$ cat config.mk
export PLATFORM = sky130hd
export DESIGN_NAME = trial_division_prime_test_unit
export DESIGN_NICKNAME = d
export VERILOG_FILES = /design/src/design/tdp_pkg.sv /design/src/design/tdp_div.sv /design/src/design/trial_division_prime_test_unit.sv
export SDC_FILE = /design/constraint.sdc
export NUM_CORES = 1
export LEC_CHECK = 0
export BUFFER_PORTS_ARGS = -buffer_cell sky130_fd_sc_hd__buf_2
export CAP_MARGIN = 40
export CELL_PAD_IN_SITES_DETAIL_PLACEMENT = 1
export CELL_PAD_IN_SITES_GLOBAL_PLACEMENT = 1
export CORE_MARGIN = 5
export CORE_UTILIZATION = 50
export CTS_BUF_LIST = sky130_fd_sc_hd__clkbuf_16
export DETAILED_ROUTE_END_ITERATION = 8
export PLACE_DENSITY_LB_ADDON = 0.12
export SYNTH_ARGS = -nofsm -noshare
export SYNTH_HDL_FRONTEND = slang
export SYNTH_SLANG_ARGS = --single-unit
$ cat constraint.sdc
create_clock -name clk -period 4.15 [get_ports clk]
set_clock_uncertainty 0.05 [all_clocks]
set_input_delay 0.2075 -clock clk [delete_from_list [all_inputs] [get_ports clk]]
set_output_delay 0.2075 -clock clk [all_outputs]
set_load 0.01 [all_outputs]
$ cat src/design/tdp_pkg.sv
package tdp_pkg;

  // Controller states, one-hot.
  typedef enum logic [4:0] {
    S_IDLE  = 5'b00001,
    S_DIV   = 5'b00010,
    S_STEP  = 5'b00100,
    S_CHECK = 5'b01000,
    S_DONE  = 5'b10000
  } state_t;

  // Status from the remainder unit back to the controller.
  typedef struct packed {
    logic busy;
    logic done;
    logic rem_zero;
  } div_status_t;

  localparam int SMALL_PRIME   = 3;
  localparam int FIRST_DIVISOR = 5;
  localparam int PAIR_GAP      = 2;
  localparam int WHEEL_STEP    = 6;
  // (d + 6)^2 - d^2 = 12 d + 36
  localparam int SQ_STEP_CONST = WHEEL_STEP * WHEEL_STEP;

endpackage

$ cat src/design/tdp_div.sv
module tdp_div #(
  parameter int NUMBER_WIDTH  = 20,
  parameter int DIVISOR_WIDTH = 14
) (
  input  logic                       clk,
  input  logic                       rst,
  input  logic                       start,
  input  logic [NUMBER_WIDTH-1:0]    dividend,
  input  logic [DIVISOR_WIDTH-1:0]   divisor,
  output tdp_pkg::div_status_t       status
);
  import tdp_pkg::*;

  localparam int CNT_WIDTH = $clog2(NUMBER_WIDTH + 1);

  logic [NUMBER_WIDTH-1:0]  shreg;
  logic [DIVISOR_WIDTH-1:0] dvs;
  logic [DIVISOR_WIDTH-1:0] rem;
  logic [CNT_WIDTH-1:0]     cnt;
  logic                     busy;
  logic                     done;

  logic [DIVISOR_WIDTH:0]   trial;
  logic                     fits;

  // Restoring step: bring in the next dividend bit, subtract if it fits.
  assign trial = {rem, shreg[NUMBER_WIDTH-1]};
  assign fits  = (trial >= {1'b0, dvs});

  always_ff @(posedge clk) begin
    if (rst) begin
      busy <= 1'b0;
      done <= 1'b0;
      cnt  <= '0;
    end else begin
      done <= 1'b0;
      if (start) begin
        busy <= 1'b1;
        cnt  <= CNT_WIDTH'(NUMBER_WIDTH);
      end else if (busy) begin
        cnt <= cnt - 1'b1;
        if (cnt == CNT_WIDTH'(1)) begin
          busy <= 1'b0;
          done <= 1'b1;
        end
      end
    end
  end

  always_ff @(posedge clk) begin
    if (start) begin
      shreg <= dividend;
      dvs   <= divisor;
      rem   <= '0;
    end else if (busy) begin
      shreg <= {shreg[NUMBER_WIDTH-2:0], 1'b0};
      if (fits) begin
        rem <= DIVISOR_WIDTH'(trial - {1'b0, dvs});
      end else begin
        rem <= trial[DIVISOR_WIDTH-1:0];
      end
    end
  end

  assign status.busy     = busy;
  assign status.done     = done;
  assign status.rem_zero = (rem == '0);

endmodule

$ cat src/design/trial_division_prime_test_unit.sv
// Trial-division primality tester on the 6k +/- 1 wheel. Each request carries one unsigned
// candidate; the block answers with one is_prime bit (1 for prime). 0 and 1 are not prime, 2
// and 3 are prime, other even numbers are rejected at once; any other candidate is reduced
// modulo 3 and then modulo d and d + 2 for d = 5, 11, 17, ... while d * d <= candidate. All
// remainders come from one shared bit-serial restoring divider that consumes one candidate bit
// per cycle. The trivial cases skip the divider; a candidate that needs k divisor pairs takes
// one division by 3 and then up to 2 * k divisions, and a 20-bit prime near the top of the range
// needs about 170 pairs. One request is in flight at a time; the result sits in an output
// register, so the next request is taken while an earlier result still waits for out_ready.
module trial_division_prime_test_unit #(
  parameter int NUMBER_WIDTH = 20
) (
  input  logic                    clk,
  input  logic                    rst,
  input  logic                    in_valid,
  output logic                    in_ready,
  input  logic [NUMBER_WIDTH-1:0] candidate,
  output logic                    out_valid,
  input  logic                    out_ready,
  output logic                    is_prime
);
  import tdp_pkg::*;

  // Divisors stay below sqrt(2^NUMBER_WIDTH) + a wheel step; the square track gets headroom
  // for one overshoot past the candidate.
  localparam int DW = NUMBER_WIDTH / 2 + 4;
  localparam int SW = NUMBER_WIDTH + 8;

  state_t                  state;
  logic [NUMBER_WIDTH-1:0] n;        // candidate under test
  logic [DW-1:0]           d;        // low divisor of the current pair
  logic [SW-1:0]           sq;       // d * d, tracked incrementally
  logic                    three_phase;
  logic                    hi_phase;
  logic                    verdict;

  logic                    div_start;
  logic [NUMBER_WIDTH-1:0] div_dividend;
  logic [DW-1:0]           div_divisor;
  div_status_t             div_st;

  logic                    in_fire;
  logic                    out_free;
  logic                    sq_over;

  assign in_ready = (state == S_IDLE);
  assign in_fire  = in_valid && in_ready;
  assign out_free = !out_valid || out_ready;
  assign sq_over  = (sq > SW'(n));

  // Divisor select: 3 when a request arrives, d from the bound check, d + 2 when the low
  // divisor of the pair has just cleared.
  always_comb begin
    div_dividend = (state == S_IDLE) ? candidate : n;
    if (state == S_DIV) begin
      div_divisor = d + DW'(PAIR_GAP);
    end else if (state == S_CHECK) begin
      div_divisor = d;
    end else begin
      div_divisor = DW'(SMALL_PRIME);
    end
  end

  // Start the divider: on arrival of a large odd candidate, from the bound check, and
  // back to back for the high divisor of a pair.
  always_comb begin
    div_start = 1'b0;
    unique case (state)
      S_IDLE:  div_start = in_fire && (candidate > NUMBER_WIDTH'(SMALL_PRIME)) && candidate[0];
      S_CHECK: div_start = !sq_over;
      S_DIV:   div_start = div_st.done && !div_st.rem_zero && !three_phase && !hi_phase;
      S_STEP:  div_start = 1'b0;
      S_DONE:  div_start = 1'b0;
      default: div_start = 1'b0;
    endcase
  end

  always_ff @(posedge clk) begin
    if (rst) begin
      state       <= S_IDLE;
      three_phase <= 1'b0;
      hi_phase    <= 1'b0;
    end else begin
      unique case (state)
        S_IDLE: begin
          if (in_fire) begin
            // 0 and 1 fail, 2 and 3 pass, other evens fail without a division.
            if (candidate <= NUMBER_WIDTH'(SMALL_PRIME) || !candidate[0]) begin
              state <= S_DONE;
            end else begin
              state       <= S_DIV;
              three_phase <= 1'b1;
              hi_phase    <= 1'b0;
            end
          end
        end
        S_DIV: begin
          if (div_st.done) begin
            if (div_st.rem_zero) begin
              state <= S_DONE;
            end else if (three_phase) begin
              three_phase <= 1'b0;
              state       <= S_CHECK;
            end else if (!hi_phase) begin
              hi_phase <= 1'b1;
            end else begin
              hi_phase <= 1'b0;
              state    <= S_STEP;
            end
          end
        end
        S_STEP: begin
          state <= S_CHECK;
        end
        S_CHECK: begin
          state <= sq_over ? S_DONE : S_DIV;
        end
        S_DONE: begin
          if (out_free) begin
            state <= S_IDLE;
          end
        end
        default: begin
          state <= S_IDLE;
        end
      endcase
    end
  end

  // Datapath: candidate, wheel position, square and running verdict.
  always_ff @(posedge clk) begin
    unique case (state)
      S_IDLE: begin
        n       <= candidate;
        verdict <= (candidate == NUMBER_WIDTH'(PAIR_GAP)) ||
                   (candidate == NUMBER_WIDTH'(SMALL_PRIME));
      end
      S_DIV: begin
        if (div_st.done) begin
          if (div_st.rem_zero) begin
            verdict <= 1'b0;
          end else if (three_phase) begin
            d  <= DW'(FIRST_DIVISOR);
            sq <= SW'(FIRST_DIVISOR * FIRST_DIVISOR);
          end
        end
      end
      S_STEP: begin
        // Advance the wheel: (d + 6)^2 = d^2 + 8d + 4d + 36.
        d  <= d + DW'(WHEEL_STEP);
        sq <= sq + SW'({d, 3'b000}) + SW'({d, 2'b00}) + SW'(SQ_STEP_CONST);
      end
      S_CHECK: begin
        if (sq_over) begin
          verdict <= 1'b1;
        end
      end
      S_DONE: begin
        verdict <= verdict;
      end
      default: begin
        verdict <= verdict;
      end
    endcase
  end

  // Output register: load when the verdict is ready and the slot is free; drop when taken.
  always_ff @(posedge clk) begin
    if (rst) begin
      out_valid <= 1'b0;
    end else if (state == S_DONE && out_free) begin
      out_valid <= 1'b1;
    end else if (out_ready) begin
      out_valid <= 1'b0;
    end
  end

  always_ff @(posedge clk) begin
    if (state == S_DONE && out_free) begin
      is_prime <= verdict;
    end
  end

  tdp_div #(
    .NUMBER_WIDTH  (NUMBER_WIDTH),
    .DIVISOR_WIDTH (DW)
  ) u_div (
    .clk      (clk),
    .rst      (rst),
    .start    (div_start),
    .dividend (div_dividend),
    .divisor  (div_divisor),
    .status   (div_st)
  );

endmodule

==> impl_metrics.json <==
{
  "post-cts-setup-buffers": 0,
  "syn_inst": 839,
  "busiest_layer": "met2",
  "ys_async_sr_fraction_pct": 0,
  "synthToLayoutAreaGrowth_pct": 12.7,
  "setup-violations-final": 0,
  "grt_use_met1_pct": 30.3,
  "worst_slew_pin_slew_ns": 0.644,
  "synth_ff_type": "edfxtp_1",
  "fin_cells": 1105,
  "routabilityCongestion": 0.859,
  "grt_use_total_pct": 24.0,
  "row_count": 46,
  "hold_violations": 0,
  "vias": 6481,
  "overflow": 0,
  "die_w_um": 137,
  "ir_worst_vdd_v": 0.000291,
  "core_area_mm2": 0.0158,
  "synth_top_area_cell": "edfxtp_1",
  "cts_tree": "yes",
  "syn_avg_cell_area_um2": 9.56,
  "drv_cap": 0,
  "synth_seq_cells": 122,
  "status": "completed",
  "viasPerCell": 5.87,
  "ys_seq_area_share_pct": 39.6,
  "period_share_pct": 95.2,
  "grt_max_degree": 48,
  "cp-end-kind": "register",
  "drv_slew": 0,
  "numClockSinks": 122,
  "htreeDepth": 4,
  "antenna_found_initial": 0,
  "leakagePower_nw": 3.90,
  "remaining_drc_errors": 0,
  "dp_hpwl_um": 15500,
  "final_core_util_pct": 57.1,
  "use_met3_pct": 4.12,
  "cts_buffer_depth": 2,
  "critical_path_class": "reg2reg",
  "port_buffers": 26,
  "root_buffer": "clkbuf_16",
  "arrival_ns": 4.07,
  "insertion_delay_ns": 0.44,
  "drt-total-wl_um": 21400,
  "synthTopCellsByArea": "edfxtp_1 27%, dfxtp_1 12%, ha_1 12%",
  "synth_top_area_share_pct": 27.3,
  "numCtsBuffers": 17,
  "syn_nets": 954,
  "dp_cells": 1067,
  "cp_slowest_cell": "a2111oi_1",
  "met2_usage_pct": 41.3,
  "synth_edf_count": 73,
  "period_minus_slack_ns": 3.95,
  "crit_buf_inv": 2,
  "crit_path_cell_trace": "inv_1 > fa_1 > inv_1 > ha_1 > ha_1 > a2111oi_1 > o211ai_1 > a31oi_2 > a211oi_1 > o21ai_0 > xor2_1 > nor2_1",
  "floorplan.initialDensity_pct": 50.7,
  "fmaxAchievable_ghz": 0.253,
  "initialDrtViolationCount": 272,
  "powerDensity_mw_per_mm2": 578,
  "setup_tns_ns": 0,
  "slew_headroom_pct": 55.9,
  "critPathMaxStageDelay_ns": 0.55,
  "fin_hold_ws_ns": 0.0202,
  "die_area_mm2": 0.0187,
  "critical_path.max_fanout": 6,
  "synth_cell_type_count": 61,
  "crit_path_start_kind": "register",
  "grt_pass1_vias": 7000,
  "top_level_ports": 27,
  "p_total_mw": 5.23,
  "path_clk_slew_ns": 0.06,
  "nets": 991,
  "firstDrtPassIters": 5,
  "grt_pass1_wl_um": 35100,
  "ys_warn_count": 0,
  "cp_data_required_time_ns": 4.27,
  "antennaDiodeCount": 0,
  "antenna_left": 0,
  "drive_gt1_share_pct": 12.1,
  "crit_family": "compound AO/OA/AOI/OAI gates",
  "die_h_um": 137,
  "wire_per_inst_um": 19.4,
  "syn_area_mm2": 0.00802,
  "min_path_type": "in2reg"
}
## worst reg2reg max path, delay by kind of cell (launching register included)
family / cells / cell delay, ns
XOR/XNOR: 1 / 0.18
buffers and inverters: 2 / 0.17
adder cells (fa/ha/maj): 3 / 1.20
AO/OA/AOI/OAI: 5 / 1.58
AND/OR/NAND/NOR: 1 / 0.05
flip-flops: 1 / 0.45
## cell usage after synthesis, types with 3 or more instances
cell type / n
nand2_1: 65
mux2_2: 5
clkbuf_1: 24
xnor2_1: 21
nand3_1: 32
edfxtp_1: 73
nand3b_1: 3
nand2b_1: 4
o21ai_0: 67
a21o_1: 15
a211oi_1: 7
a21oi_1: 44
o21bai_1: 5
nor3_1: 18
a211o_1: 3
nor2b_1: 6
a311oi_1: 11
a31oi_1: 12
or3_1: 6
nand4_1: 14
and2_1: 4
dfxtp_1: 49
ha_1: 77
nor4_2: 3
and3_1: 11
nor2_1: 63
o211ai_1: 6
fa_1: 14
or2_2: 4
o31ai_1: 6
mux2_4: 14
nor3b_1: 4
o221ai_1: 5
inv_1: 92
nor4_1: 8
xor2_1: 14
## cell families (layout without fill, tap and decap cells)
kind of cell    after synthesis  after routing  synth area share, %
simple gates                253            253                 15.7
mux                          20             20                 3.45
fa+ha+maj                    91             91                 15.5
flops                       122            122                 39.6
xor+xnor                     35             35                 3.82
compound gates              197            197                 15.9
buf+inv                     121            171                 6.07
## metal layers
| metal | vias up | share of wire, % |
|---|---|---|
| li1 | 3095 | - |
| met1 | 3251 | 44 |
| met2 | 100 | 50 |
| met3 | 35 | 3.0 |
| met4 | 0 | 2.6 |
| met5 | - | 0 |
## layout by cell type, fill, tap and decap left out, drive strengths merged, types with 3 or more instances in the layout
master	netlist	routed
o31ai	6	6
a21o	15	15
or2	4	4
and2	5	5
mux2	19	19
dlygate4sd3	0	6
clkinv	0	7
nor2b	6	6
a31oi	12	12
clkbuf	24	17
o211ai	6	6
nand3	32	32
nor2	63	63
o221ai	5	5
nand2b	4	4
edfxtp	73	73
buf	4	40
o21ai	67	67
or3	6	6
nand3b	3	3
nand2	65	65
and3	11	11
nor3b	5	5
a311oi	11	11
a2111oi	3	3
inv	93	97
fa	14	14
ha	77	77
o21bai	5	5
nor3	18	18
xnor2	21	21
o21a	3	3
nand4	14	14
a21oi	44	44
nor4	11	11
a211o	3	3
a211oi	7	7
xor2	14	14
dfxtp	49	49
## per-stage QoR
step / worst slack (ns) / instance area, um^2
after global routing: -0.0748 / 9040
after floorplan: 0.580 / 8020
final: 0.198 / 9040
after CTS: 0.168 / 9030
after global placement: 0.487 / 8380
after detailed placement: 0.213 / 8390
## timing repair
item,in CTS,in global routing
resized for setup,0,2
endpoints found under the hold margin,6,0
hold buffers,6,0
setup endpoints to repair,0,5
## final cells by class
cell class	count	area, um^2
Clock buffer	17	425
Clock inverter	15	154
Fill cell	1768	6790
Inverter	93	354
Multi-Input combinational cell	596	4370
Sequential cell	122	3170
Tap cell	216	270
Timing Repair Buffer	46	293
## worst paths after layout
| path | start | cells after the start | slack (ns) | end |
|---|---|---|---|---|
| min | candidate[4] | 3 | 0.02 | n[4] |
| max | d[8] | 12 | 0.20 | sq[22] |
| min reg2reg | verdict | 0 | 0.38 | is_prime |
| max reg2reg | d[8] | 12 | 0.20 | sq[22] |
## sequential cells by signal, summed over array words and instances (netlist names), 5 cells and up
signal       count
d               13
n               20
sq              25
state            5
u_div.cnt        5
u_div.dvs       13
u_div.rem       14
u_div.shreg     20
## power by group
part / internal, mW / switching (mW)
logic: 0.765 / 1.16
clock network: 0.883 / 0.597
registers: 1.63 / 0.190
total: 3.28 / 1.95
Power figures use the tool's default switching activity.
